===== src/sv/adfg_pkg.sv =====
// ----------------------------------------------------------------------------
// adfg_pkg
// Shared types, constants and the square lookup for the ADFGVX encoder.
// ----------------------------------------------------------------------------
package adfg_pkg;

  localparam int PART_W = 54;
  localparam int SQ_W   = 4 * PART_W;
  localparam int KEY_W  = 64;
  localparam int CFG_W  = 64;
  localparam int KLEN_W = 4;

  localparam logic [5:0] NUM_SYMBOLS = 6'd36;
  localparam logic [2:0] LTR_X       = 3'd5;

  // configuration register indexes
  localparam logic [2:0] REG_SQ0     = 3'd0;
  localparam logic [2:0] REG_SQ1     = 3'd1;
  localparam logic [2:0] REG_SQ2     = 3'd2;
  localparam logic [2:0] REG_SQ3     = 3'd3;
  localparam logic [2:0] REG_KEY     = 3'd4;
  localparam logic [2:0] REG_KEY_LEN = 3'd5;

  // padding symbols: x, v, g, f, d, a
  localparam logic [5:0] PAD_SYM [6] = '{6'd23, 6'd21, 6'd6, 6'd5, 6'd3, 6'd0};

  typedef struct packed {
    logic       letter;   // symbol maps to a square entry
    logic [2:0] row;
    logic [2:0] col;
    logic       last;
  } adfg_entry_t;

  typedef struct packed {
    logic       valid;
    logic [2:0] letter;
    logic       column_end;
    logic       final_res;
  } adfg_res_t;

  // Row (which=0) or column (which=1) code of a symbol; codes 6 and 7 read as X.
  function automatic logic [2:0] square_code(logic [SQ_W-1:0] sq, logic [5:0] sym,
                                             logic which);
    logic [5:0] s;
    logic [1:0] part;
    logic [5:0] slot;
    logic [7:0] idx;
    logic [2:0] v;
    s = (sym < NUM_SYMBOLS) ? sym : 6'd0;
    if (s >= 6'd27) begin
      part = 2'd3;
      slot = s - 6'd27;
    end else if (s >= 6'd18) begin
      part = 2'd2;
      slot = s - 6'd18;
    end else if (s >= 6'd9) begin
      part = 2'd1;
      slot = s - 6'd9;
    end else begin
      part = 2'd0;
      slot = s;
    end
    idx = 8'(part) * 8'(PART_W) + 8'(slot) * 8'd6 + (which ? 8'd3 : 8'd0);
    v = sq[idx +: 3];
    return (v > LTR_X) ? LTR_X : v;
  endfunction

endpackage


===== src/sv/adfg_ram.sv =====
// ----------------------------------------------------------------------------
// adfg_ram
// Generic single write port RAM with a registered read port.
// ----------------------------------------------------------------------------
module adfg_ram #(
  parameter int WIDTH = 3,
  parameter int DEPTH = 56
) (
  input  logic                     clk,
  input  logic                     we,
  input  logic [$clog2(DEPTH)-1:0] waddr,
  input  logic [WIDTH-1:0]         wdata,
  input  logic                     re,
  input  logic [$clog2(DEPTH)-1:0] raddr,
  output logic [WIDTH-1:0]         rdata
);

  logic [WIDTH-1:0] mem [DEPTH];
  logic [WIDTH-1:0] rdata_r;

  always_ff @(posedge clk) begin
    if (we) begin
      mem[waddr] <= wdata;
    end
    if (re) begin
      rdata_r <= mem[raddr];
    end
  end

  assign rdata = rdata_r;

endmodule


===== src/sv/adfg_front.sv =====
// ----------------------------------------------------------------------------
// adfg_front
// Accepts symbols, classifies them and looks up their square codes.
// ----------------------------------------------------------------------------
module adfg_front (
  input  logic                        clk,
  input  logic                        rst_n,
  input  logic                        start,
  input  logic [5:0]                  symbol,
  input  logic                        last,
  output logic                        busy,
  input  logic [adfg_pkg::SQ_W-1:0]   square,
  input  logic                        q_full,
  output logic                        push,
  output adfg_pkg::adfg_entry_t       entry
);

  logic                  stage_v_r, stage_v_nxt;
  adfg_pkg::adfg_entry_t stage_r, stage_nxt;
  logic                  accept;

  assign busy   = stage_v_r && q_full;
  assign accept = start && !busy;
  assign push   = stage_v_r;
  assign entry  = stage_r;

  always_comb begin
    stage_v_nxt = stage_v_r;
    stage_nxt   = stage_r;
    if (accept) begin
      stage_v_nxt      = 1'b1;
      stage_nxt.letter = (symbol < adfg_pkg::NUM_SYMBOLS);
      stage_nxt.row    = adfg_pkg::square_code(square, symbol, 1'b0);
      stage_nxt.col    = adfg_pkg::square_code(square, symbol, 1'b1);
      stage_nxt.last   = last;
    end else if (stage_v_r && !q_full) begin
      stage_v_nxt = 1'b0;
    end
  end

  always_ff @(posedge clk) begin
    if (!rst_n) begin
      stage_v_r <= 1'b0;
    end else begin
      stage_v_r <= stage_v_nxt;
    end
    stage_r <= stage_nxt;
  end

endmodule


===== src/sv/adfg_queue.sv =====
// ----------------------------------------------------------------------------
// adfg_queue
// Two-entry queue between the front and back halves.
// ----------------------------------------------------------------------------
module adfg_queue (
  input  logic                  clk,
  input  logic                  rst_n,
  input  logic                  push,
  input  adfg_pkg::adfg_entry_t push_entry,
  output logic                  full,
  input  logic                  pop,
  output logic                  valid,
  output adfg_pkg::adfg_entry_t head
);

  adfg_pkg::adfg_entry_t slot_r [2];
  logic       wp_r, wp_nxt;
  logic       rp_r, rp_nxt;
  logic [1:0] cnt_r, cnt_nxt;
  logic       do_push, do_pop;

  assign full    = (cnt_r == 2'd2);
  assign valid   = (cnt_r != 2'd0);
  assign head    = slot_r[rp_r];
  assign do_push = push && !full;
  assign do_pop  = pop && valid;

  always_comb begin
    wp_nxt  = do_push ? ~wp_r : wp_r;
    rp_nxt  = do_pop ? ~rp_r : rp_r;
    cnt_nxt = cnt_r + 2'(do_push) - 2'(do_pop);
  end

  always_ff @(posedge clk) begin
    if (!rst_n) begin
      wp_r  <= 1'b0;
      rp_r  <= 1'b0;
      cnt_r <= 2'd0;
    end else begin
      wp_r  <= wp_nxt;
      rp_r  <= rp_nxt;
      cnt_r <= cnt_nxt;
    end
    if (do_push) begin
      slot_r[wp_r] <= push_entry;
    end
  end

endmodule


===== src/sv/adfg_back.sv =====
// ----------------------------------------------------------------------------
// adfg_back
// Stores letters, pads to full rows, ranks the key and reads columns out.
// ----------------------------------------------------------------------------
module adfg_back #(
  parameter int MAX_SYMBOLS = 24,
  parameter int MAX_KEY     = 8
) (
  input  logic                         clk,
  input  logic                         rst_n,
  input  logic [adfg_pkg::SQ_W-1:0]    square,
  input  logic [adfg_pkg::KEY_W-1:0]   key_letters,
  input  logic [$clog2(MAX_KEY+1)-1:0] key_len,
  input  logic                         q_valid,
  input  adfg_pkg::adfg_entry_t        q_entry,
  output logic                         q_pop,
  output adfg_pkg::adfg_res_t          res
);

  localparam int STORE_DEPTH = 2 * MAX_SYMBOLS + MAX_KEY;
  localparam int LOAD_LIMIT  = 2 * MAX_SYMBOLS;
  localparam int AW = $clog2(STORE_DEPTH);
  localparam int CW = $clog2(STORE_DEPTH + 1);
  localparam int KW = $clog2(MAX_KEY + 1);
  localparam int IW = (MAX_KEY > 1) ? $clog2(MAX_KEY) : 1;

  typedef enum logic [5:0] {
    S_LOAD = 6'b000001,
    S_COL  = 6'b000010,
    S_DIV  = 6'b000100,
    S_PAD  = 6'b001000,
    S_SORT = 6'b010000,
    S_READ = 6'b100000
  } back_state_t;

  back_state_t   state_r, state_nxt;
  logic [CW-1:0] count_r, count_nxt;
  logic [CW-1:0] rem_r, rem_nxt;
  logic [CW-1:0] rows_r, rows_nxt;
  logic [KW-1:0] colpos_r, colpos_nxt;
  logic [2:0]    pad_i_r, pad_i_nxt;
  logic [IW-1:0] sort_i_r, sort_i_nxt;
  logic [IW-1:0] order_r [MAX_KEY];
  logic [IW-1:0] col_r, col_nxt;
  logic [CW-1:0] row_r, row_nxt;
  logic [CW-1:0] row_off_r, row_off_nxt;
  logic [2:0]    col_hold_r, col_hold_nxt;
  logic          last_hold_r, last_hold_nxt;
  logic          out_v_r, out_v_nxt;
  logic          colend_r, colend_nxt;
  logic          final_r, final_nxt;

  logic [7:0]    kb [MAX_KEY];
  logic [7:0]    kb_i;
  logic [IW-1:0] rank;
  logic          order_we;
  logic          last_row, last_col;
  logic [CW-1:0] rd_sum;
  logic [2:0]    pad_code;
  logic          we;
  logic [2:0]    wdata;
  logic          re;
  logic [2:0]    rdata;

  always_comb begin
    for (int j = 0; j < MAX_KEY; j++) begin
      kb[j] = key_letters[8*j +: 8];
    end
  end

  assign kb_i = kb[sort_i_r];

  // stable rank: smaller keys, plus equal keys in earlier columns
  always_comb begin
    rank = '0;
    for (int j = 0; j < MAX_KEY; j++) begin
      if ((KW'(j) < key_len) &&
          ((kb[j] < kb_i) || ((kb[j] == kb_i) && (IW'(j) < sort_i_r)))) begin
        rank = rank + IW'(1);
      end
    end
  end

  assign last_row = ((row_r + CW'(1)) == rows_r);
  assign last_col = ((KW'(col_r) + KW'(1)) == key_len);
  assign rd_sum   = row_off_r + CW'(order_r[col_r]);
  assign pad_code = adfg_pkg::square_code(square,
                      adfg_pkg::PAD_SYM[{1'b0, pad_i_r[2:1]}], pad_i_r[0]);

  always_comb begin
    state_nxt     = state_r;
    count_nxt     = count_r;
    rem_nxt       = rem_r;
    rows_nxt      = rows_r;
    colpos_nxt    = colpos_r;
    pad_i_nxt     = pad_i_r;
    sort_i_nxt    = sort_i_r;
    col_nxt       = col_r;
    row_nxt       = row_r;
    row_off_nxt   = row_off_r;
    col_hold_nxt  = col_hold_r;
    last_hold_nxt = last_hold_r;
    q_pop         = 1'b0;
    we            = 1'b0;
    wdata         = q_entry.row;
    re            = 1'b0;
    order_we      = 1'b0;
    out_v_nxt     = 1'b0;
    colend_nxt    = 1'b0;
    final_nxt     = 1'b0;

    case (state_r)
      S_LOAD: begin
        if (q_valid) begin
          q_pop = 1'b1;
          if (q_entry.letter && (count_r < CW'(LOAD_LIMIT))) begin
            we            = 1'b1;
            wdata         = q_entry.row;
            count_nxt     = count_r + CW'(1);
            col_hold_nxt  = q_entry.col;
            last_hold_nxt = q_entry.last;
            state_nxt     = S_COL;
          end else if (q_entry.last && (count_r != '0)) begin
            rem_nxt   = count_r;
            rows_nxt  = '0;
            state_nxt = S_DIV;
          end
        end
      end
      S_COL: begin
        we        = 1'b1;
        wdata     = col_hold_r;
        count_nxt = count_r + CW'(1);
        if (last_hold_r) begin
          rem_nxt   = count_r + CW'(1);
          rows_nxt  = '0;
          state_nxt = S_DIV;
        end else begin
          state_nxt = S_LOAD;
        end
      end
      S_DIV: begin
        // full rows and the remainder, one subtraction a cycle
        if (rem_r >= CW'(key_len)) begin
          rem_nxt  = rem_r - CW'(key_len);
          rows_nxt = rows_r + CW'(1);
        end else begin
          colpos_nxt = KW'(rem_r);
          pad_i_nxt  = '0;
          sort_i_nxt = '0;
          state_nxt  = (rem_r == '0) ? S_SORT : S_PAD;
        end
      end
      S_PAD: begin
        we        = 1'b1;
        wdata     = pad_code;
        count_nxt = count_r + CW'(1);
        pad_i_nxt = pad_i_r + 3'd1;
        if ((colpos_r + KW'(1)) == key_len) begin
          rows_nxt  = rows_r + CW'(1);
          state_nxt = S_SORT;
        end else begin
          colpos_nxt = colpos_r + KW'(1);
        end
      end
      S_SORT: begin
        order_we = 1'b1;
        if ((KW'(sort_i_r) + KW'(1)) == key_len) begin
          col_nxt     = '0;
          row_nxt     = '0;
          row_off_nxt = '0;
          state_nxt   = S_READ;
        end else begin
          sort_i_nxt = sort_i_r + IW'(1);
        end
      end
      S_READ: begin
        re         = 1'b1;
        out_v_nxt  = 1'b1;
        colend_nxt = last_row;
        final_nxt  = last_row && last_col;
        if (last_row) begin
          row_nxt     = '0;
          row_off_nxt = '0;
          if (last_col) begin
            count_nxt = '0;
            state_nxt = S_LOAD;
          end else begin
            col_nxt = col_r + IW'(1);
          end
        end else begin
          row_nxt     = row_r + CW'(1);
          row_off_nxt = row_off_r + CW'(key_len);
        end
      end
      default: begin
        state_nxt = S_LOAD;
      end
    endcase
  end

  always_ff @(posedge clk) begin
    if (!rst_n) begin
      state_r  <= S_LOAD;
      count_r  <= '0;
      out_v_r  <= 1'b0;
      colend_r <= 1'b0;
      final_r  <= 1'b0;
    end else begin
      state_r  <= state_nxt;
      count_r  <= count_nxt;
      out_v_r  <= out_v_nxt;
      colend_r <= colend_nxt;
      final_r  <= final_nxt;
    end
    rem_r       <= rem_nxt;
    rows_r      <= rows_nxt;
    colpos_r    <= colpos_nxt;
    pad_i_r     <= pad_i_nxt;
    sort_i_r    <= sort_i_nxt;
    col_r       <= col_nxt;
    row_r       <= row_nxt;
    row_off_r   <= row_off_nxt;
    col_hold_r  <= col_hold_nxt;
    last_hold_r <= last_hold_nxt;
    if (order_we) begin
      order_r[rank] <= sort_i_r;
    end
  end

  adfg_ram #(
    .WIDTH(3),
    .DEPTH(STORE_DEPTH)
  ) u_store (
    .clk  (clk),
    .we   (we),
    .waddr(count_r[AW-1:0]),
    .wdata(wdata),
    .re   (re),
    .raddr(rd_sum[AW-1:0]),
    .rdata(rdata)
  );

  assign res.valid      = out_v_r;
  assign res.letter     = rdata;
  assign res.column_end = colend_r;
  assign res.final_res  = final_r;

endmodule


===== src/sv/adfgvx_cipher_encoder.sv =====
// ----------------------------------------------------------------------------
// adfgvx_cipher_encoder
// ADFGVX encoder: square substitution followed by keyed column transposition.
// ----------------------------------------------------------------------------
// Usage:
//   Input: a symbol is taken on a clock edge with start high and busy low.
//   Symbols 0-35 become two letters; anything else is skipped. in_last ends
//   the message and starts the readout.
//   Output: one ciphertext letter per cycle while out_valid is high, with
//   out_column_end on each column's last letter and out_final_res on the
//   last letter of the message. The receiver cannot stall; results are
//   never held back once the readout has started.
//   Config: cfg_ready is always high; write only while no message is open.
// Flow:
//   The back end stores a symbol as its row letter, then its column
//   letter (one store write port); a skipped symbol is popped unstored.
//   A front register and a two-entry queue let symbols be accepted while
//   the back end works. After the last symbol come the row count by
//   repeated subtraction, up to k - 1 padding letters, the key ranking and
//   n + pad letters from a registered read at one a cycle, the first in the
//   cycle after the readout starts. Reset restores the register defaults
//   and empties the queue; only the letter count is cleared, not the store.
// ----------------------------------------------------------------------------
module adfgvx_cipher_encoder #(
  parameter int MAX_SYMBOLS = 24,
  parameter int MAX_KEY     = 8
) (
  input  logic                      clk,
  input  logic                      rst_n,
  input  logic                      start,
  output logic                      busy,
  input  logic [5:0]                in_symbol,
  input  logic                      in_last,
  output logic                      out_valid,
  output logic [2:0]                out_cipher_letter,
  output logic                      out_column_end,
  output logic                      out_final_res,
  input  logic                      cfg_valid,
  output logic                      cfg_ready,
  input  logic [2:0]                cfg_index,
  input  logic [adfg_pkg::CFG_W-1:0] cfg_data
);

  localparam int KW = $clog2(MAX_KEY + 1);
  localparam int PW = adfg_pkg::PART_W;

  logic [PW-1:0]                  sq0_r, sq1_r, sq2_r, sq3_r;
  logic [adfg_pkg::KEY_W-1:0]     key_r;
  logic [adfg_pkg::KLEN_W-1:0]    klen_r;
  logic [adfg_pkg::SQ_W-1:0]      square;
  logic [KW-1:0]                  k_eff;
  logic                           cfg_we;

  logic                  f_push;
  adfg_pkg::adfg_entry_t f_entry;
  logic                  q_full, q_valid, q_pop;
  adfg_pkg::adfg_entry_t q_head;
  adfg_pkg::adfg_res_t   res;

  assign cfg_ready = 1'b1;
  assign cfg_we    = cfg_valid && cfg_ready;
  assign square    = {sq3_r, sq2_r, sq1_r, sq0_r};

  // key length 0 counts as 1, anything above the column limit as the limit
  always_comb begin
    if (klen_r == '0) begin
      k_eff = KW'(1);
    end else if (klen_r > adfg_pkg::KLEN_W'(MAX_KEY)) begin
      k_eff = KW'(MAX_KEY);
    end else begin
      k_eff = KW'(klen_r);
    end
  end

  always_ff @(posedge clk) begin
    if (!rst_n) begin
      sq0_r  <= '0;
      sq1_r  <= '0;
      sq2_r  <= '0;
      sq3_r  <= '0;
      key_r  <= '0;
      klen_r <= adfg_pkg::KLEN_W'(1);
    end else if (cfg_we) begin
      case (cfg_index)
        adfg_pkg::REG_SQ0:     sq0_r  <= cfg_data[PW-1:0];
        adfg_pkg::REG_SQ1:     sq1_r  <= cfg_data[PW-1:0];
        adfg_pkg::REG_SQ2:     sq2_r  <= cfg_data[PW-1:0];
        adfg_pkg::REG_SQ3:     sq3_r  <= cfg_data[PW-1:0];
        adfg_pkg::REG_KEY:     key_r  <= cfg_data;
        adfg_pkg::REG_KEY_LEN: klen_r <= cfg_data[adfg_pkg::KLEN_W-1:0];
        default: begin
        end
      endcase
    end
  end

  adfg_front u_front (
    .clk   (clk),
    .rst_n (rst_n),
    .start (start),
    .symbol(in_symbol),
    .last  (in_last),
    .busy  (busy),
    .square(square),
    .q_full(q_full),
    .push  (f_push),
    .entry (f_entry)
  );

  adfg_queue u_queue (
    .clk       (clk),
    .rst_n     (rst_n),
    .push      (f_push),
    .push_entry(f_entry),
    .full      (q_full),
    .pop       (q_pop),
    .valid     (q_valid),
    .head      (q_head)
  );

  adfg_back #(
    .MAX_SYMBOLS(MAX_SYMBOLS),
    .MAX_KEY    (MAX_KEY)
  ) u_back (
    .clk        (clk),
    .rst_n      (rst_n),
    .square     (square),
    .key_letters(key_r),
    .key_len    (k_eff),
    .q_valid    (q_valid),
    .q_entry    (q_head),
    .q_pop      (q_pop),
    .res        (res)
  );

  assign out_valid         = res.valid;
  assign out_cipher_letter = res.letter;
  assign out_column_end    = res.column_end;
  assign out_final_res     = res.final_res;

endmodule


===== config.mk =====
export PLATFORM = sky130hd
export DESIGN_NAME = adfgvx_cipher_encoder
export DESIGN_NICKNAME = d
export VERILOG_FILES = /design/src/sv/adfg_pkg.sv /design/src/sv/adfg_ram.sv /design/src/sv/adfg_front.sv /design/src/sv/adfg_queue.sv /design/src/sv/adfg_back.sv /design/src/sv/adfgvx_cipher_encoder.sv
export SDC_FILE = /design/constraint.sdc
export NUM_CORES = 2
export LEC_CHECK = 0
export ABC_CLOCK_PERIOD_IN_PS = 17200
export BUFFER_PORTS_ARGS = -buffer_cell sky130_fd_sc_hd__buf_2
export CORE_MARGIN = 10
export CORE_UTILIZATION = 57
export DETAILED_ROUTE_END_ITERATION = 8
export PLACE_DENSITY = 0.82
export SLEW_MARGIN = 20
export SYNTH_ARGS = -nofsm -noshare
export SYNTH_HDL_FRONTEND = slang
export SYNTH_SLANG_ARGS = --single-unit

===== constraint.sdc =====
create_clock -name clk -period 17.2 [get_ports clk]
set_input_delay 3.44 -clock clk [delete_from_list [all_inputs] [get_ports clk]]
set_output_delay 3.44 -clock clk [all_outputs]
set_load 0.02 [all_outputs]

==> flow_summary_export.csv <==
group,metric,value,unit
routing,viasPerCell,6.971,
finish,fin_cells,3925,
run_status,run_status,"finished, final reports clean",
timing,setup_violations,0,
synthesis,avgSynthCellArea,11.63,um^2
clocking,numClockSinks,568,
clocking,clock_path_buffers,3,
routing,dr.first_iter.drc_count,4130,
global_routing,grt_max_degree,134,
synthesis,synth_top_family_by_area,"multiplexers",
worst_setup_path,worstReg2RegStart,"u_back.sort_i_r[0]",
worst_setup_path,worst-path-max-fanout,51,
die,die_x,271.1,um
timing,max_freq,91.32,MHz
synthesis,synth_mux_area_frac,0.2888,
die,num_rows,91,
global_routing,grt_pass1_vias,26850,
die,die_h,271.1,um
worst_setup_path,startpoint_type,"input port",
worst_setup_path,r2r_setup_slack,9.63,ns
flow_run,cap_violations,0,
worst_setup_path,endpoint_kind,"flop",
routing,finalWirelength,108.9,mm
clocking,cts_tree,"built",
timing,period_share,0.6366,
finish,drive_gt1_frac,0.2319,
synthesis,synth_nets,3286,
die,core,62050,um^2
synthesis,synthAdderAreaFrac,0.04227,
die,ioPinCount,86,
worst_setup_path,required,17.61,ns
die,die-area,73490,um^2
clocking,cts_max_level,2,
finish,fin_area,39030,um^2
synthesis,ys_seq_elements,568,
timing,slew_violations,0,
worst_setup_path,r2r_cells,28,
power_and_ir_drop,power_per_cell_area,105.9,nW/um^2
synthesis,synthesis.area,35940,um^2
place,dp.cells,3814,
timing,slew_headroom,0.1812,
synthesis,synth-xor-area-share,0.02211,
worst_setup_path,r2r_end,"u_back.order_r[1][0]",
routing,drc,0,
global_routing,antenna_found_initial,7,
worst_hold_path,min-delay-start,"sq3_r[37]",
clocking,cts_setup_buffers,0,
timing,tightest_slew,1.226,ns
worst_hold_path,whs_endpoint,"sq3_r[37]",
synthesis,synth_top_area_share,0.2670,
die,initial_utilization,0.5791,
timing,period_minus_slack,10.95,ns
power_and_ir_drop,leakagePower,13.14,nW
worst_setup_path,cp.arrival,11.36,ns
place,numPortBuffers,84,
timing,fin_tns_setup,0,ns
timing,skew,0.03491,ns
finish,syn_to_final_growth,8.614,%
worst_hold_path,min_path_type,"flop to flop",
synthesis,synth_simple_gate_area_frac,0.1236,
place,place_congestion,1.063,
synthesis,ys_dominant_reg_cell,"dfxtp_1",
clocking,clk_latency,0.65,ns
synthesis,synth_compound_area_frac,0.1036,
synthesis,synthCells,3089,
timing,final_hold_viol_count,0,
global_routing,grt_pass1_wl,166.6,mm
timing,rsz0062_at_grt,"no",
worst_setup_path,crit_type,"input port to flop",
place,placed_cell_area,36880,um^2
routing,ant_nets,0,
routing,wl_per_cell,27.73,um
worst_hold_path,worstHoldPathCells,2,
routing,firstDrtPassIters,6,
power_and_ir_drop,peakVddDrop,0.08678,mV
synthesis,ys_warn_count,0,
synthesis,ys_types,84,
clocking,clkTransAtPathRegs,0.07,ns
clocking,holdBufCountCts,0,
timing,holdWs,0.4865,ns
global_routing,globalRouteOverflowTotal,0,
clocking,clock-root-buffer,"clkbuf_16",
synthesis,synth_edf_count,260,
synthesis,synth.largest_area_cell,"mux4_2",
clocking,cts.repair.resized,0,
synthesis,ys_seq_area_frac,0.3888,
synthesis,synthArstFlopShare,0,
synthesis,synthTopCellsByArea,"mux4_2 (27%), edfxtp_1 (22%), dfxtp_1 (17%), nand2_1 (7.0%), a21boi_0 (6.0%)",
place,hpwl,76.87,mm
finish,final_nets,3235,
global_routing,grt_usage,0.2919,
power_and_ir_drop,total_power,0.004134,W
clocking,cts_buffers,58,
routing,num_vias,27360,
-- critical path, cell delays in order --
cell and delay, ns:
buf_2 0.18, o31ai_4 0.35, nand2_4 0.41, inv_6 0.63
ha_1 0.33, nor4b_2 0.08, nor3_2 0.35, nor2_1 0.10
a211oi_1 0.27, a21oi_1 0.06, o22ai_1 0.35, ha_1 0.26
fa_1 0.23, a21oi_1 0.08, nor2_1 0.08, nor2_1 0.05
xnor2_1 0.13, ha_1 0.36, inv_1 0.11, and3_1 0.18
a2111oi_0 0.73, o311ai_4 0.42, nor3_2 0.48, or2_4 0.41
mux4_2 0.55, o21bai_1 0.18, o41ai_2 0.12, a221o_1 0.38
-- cell usage in the layout (no fill, tap or decap), types with 8 or more instances in the layout --
master and instances:
buf_2 83, dfxtp_1 308, mux4_2 426, a21oi_1 48, xnor2_1 37, nand3_1 34
nand3b_1 14, mux2i_1 49, nor4_1 10, a31oi_1 8, and3_1 15, bufinv_16 8
a21o_1 18, ha_1 112, o21bai_1 8, nor3_1 23, clkbuf_8 10, inv_1 43
clkbuf_16 59, nor2_1 146, a21boi_0 287, nand4_1 19, mux2_2 25, o21a_1 17
xor2_1 26, nand2b_1 18, and2_1 16, edfxtp_1 260, a211oi_1 24, nor2b_1 25
buf_4 30, o21ai_0 47, nand2_1 671
-- cell families after synthesis --
group / after synthesis
AO/OA/AOI/OAI: 513
XOR/XNOR: 76
AND/OR/NAND/NOR: 1037
flip-flops: 568
other: 1
multiplexers: 501
buffers and inverters: 274
adder cells (fa/ha/maj): 119
-- cell usage after synthesis (all sizes together) (25+ instances only) --
cell type and n:
nand2 674, mux4 426, dfxtp 308, a21boi 288, edfxtp 260, clkbuf 160, nor2 149, ha 115
buf 67, mux2i 49, o21ai 49, a21oi 48, inv 45, xnor2 42, nand3 36, mux2 26
xor2 26, nor2b 25, nor3 25
-- final cells by class --
| type | count | area (um^2) |
|---|---|---|
| sequential | 568 | 13970 |
| antenna | 1 | 2.502 |
| inverter | 47 | 183.9 |
| tap | 837 | 1047 |
| clock buffer | 76 | 1640 |
| timing repair buffer | 116 | 690.7 |
| multi-input combinational | 2247 | 21050 |
| fill | 4539 | 23020 |
| clock inverter | 33 | 441.7 |
-- report_power, final --
part | switching, W | total (W) | internal [W] | leakage [nW]
combinational | 0.000703 | 0.00117 | 0.000467 | 7.32
clock | 0.000569 | 0.00137 | 0.000797 | 1.01
sequential | 0.0000722 | 0.00160 | 0.00153 | 4.82
total | 0.00134 | 0.00413 | 0.00279 | 13.1
-- metrics by stage --
stage          setup WS [ns]    util
4_1_cts                6.278  0.6279
6_report               6.250  0.6290
3_3_place_gp           5.850  0.5944
3_5_place_dp           5.610  0.5944
5_1_grt                5.630  0.6290
2_1_floorplan          5.658       -
-- state kept, by name (all words and copies together) (netlist names), 3 cells and up, named ones only --
register	count
key_r	64
klen_r	4
sq0_r	54
sq1_r	54
sq2_r	54
sq3_r	54
u_back.col_hold_r	3
u_back.col_r	3
u_back.colpos_r	4
u_back.count_r	6
u_back.order_r	24
u_back.pad_i_r	3
u_back.rem_r	6
u_back.row_off_r	6
u_back.row_r	6
u_back.rows_r	6
u_back.sort_i_r	3
u_back.state_r	6
u_back.u_store.mem	168
u_back.u_store.rdata	3
u_front.entry	8
u_queue.slot_r	16
-- how the worst max path moves through the flow --
stage                       from  depth (start not counted)          endpoint
detailed placement  in_symbol[4]                         28  u_front.entry[1]
global route        in_symbol[4]                         28  u_front.entry[1]
floorplan           in_symbol[4]                         32  u_front.entry[1]
finish              in_symbol[4]                         28  u_front.entry[1]
CTS                 in_symbol[4]                         28  u_front.entry[1]
global placement    in_symbol[4]                         28  u_front.entry[1]
-- routing by layer --
layer / share of wire / routed length (um) / global-route usage
met1: 0.35 / 38320 / 0.3677
met2: 0.46 / 50190 / 0.4574
met3: 0.12 / 13590 / 0.08001
met4: 0.061 / 6677 / 0.1504
met5: 0.00082 / 89 / 0
(Power assumes the default switching activity.)
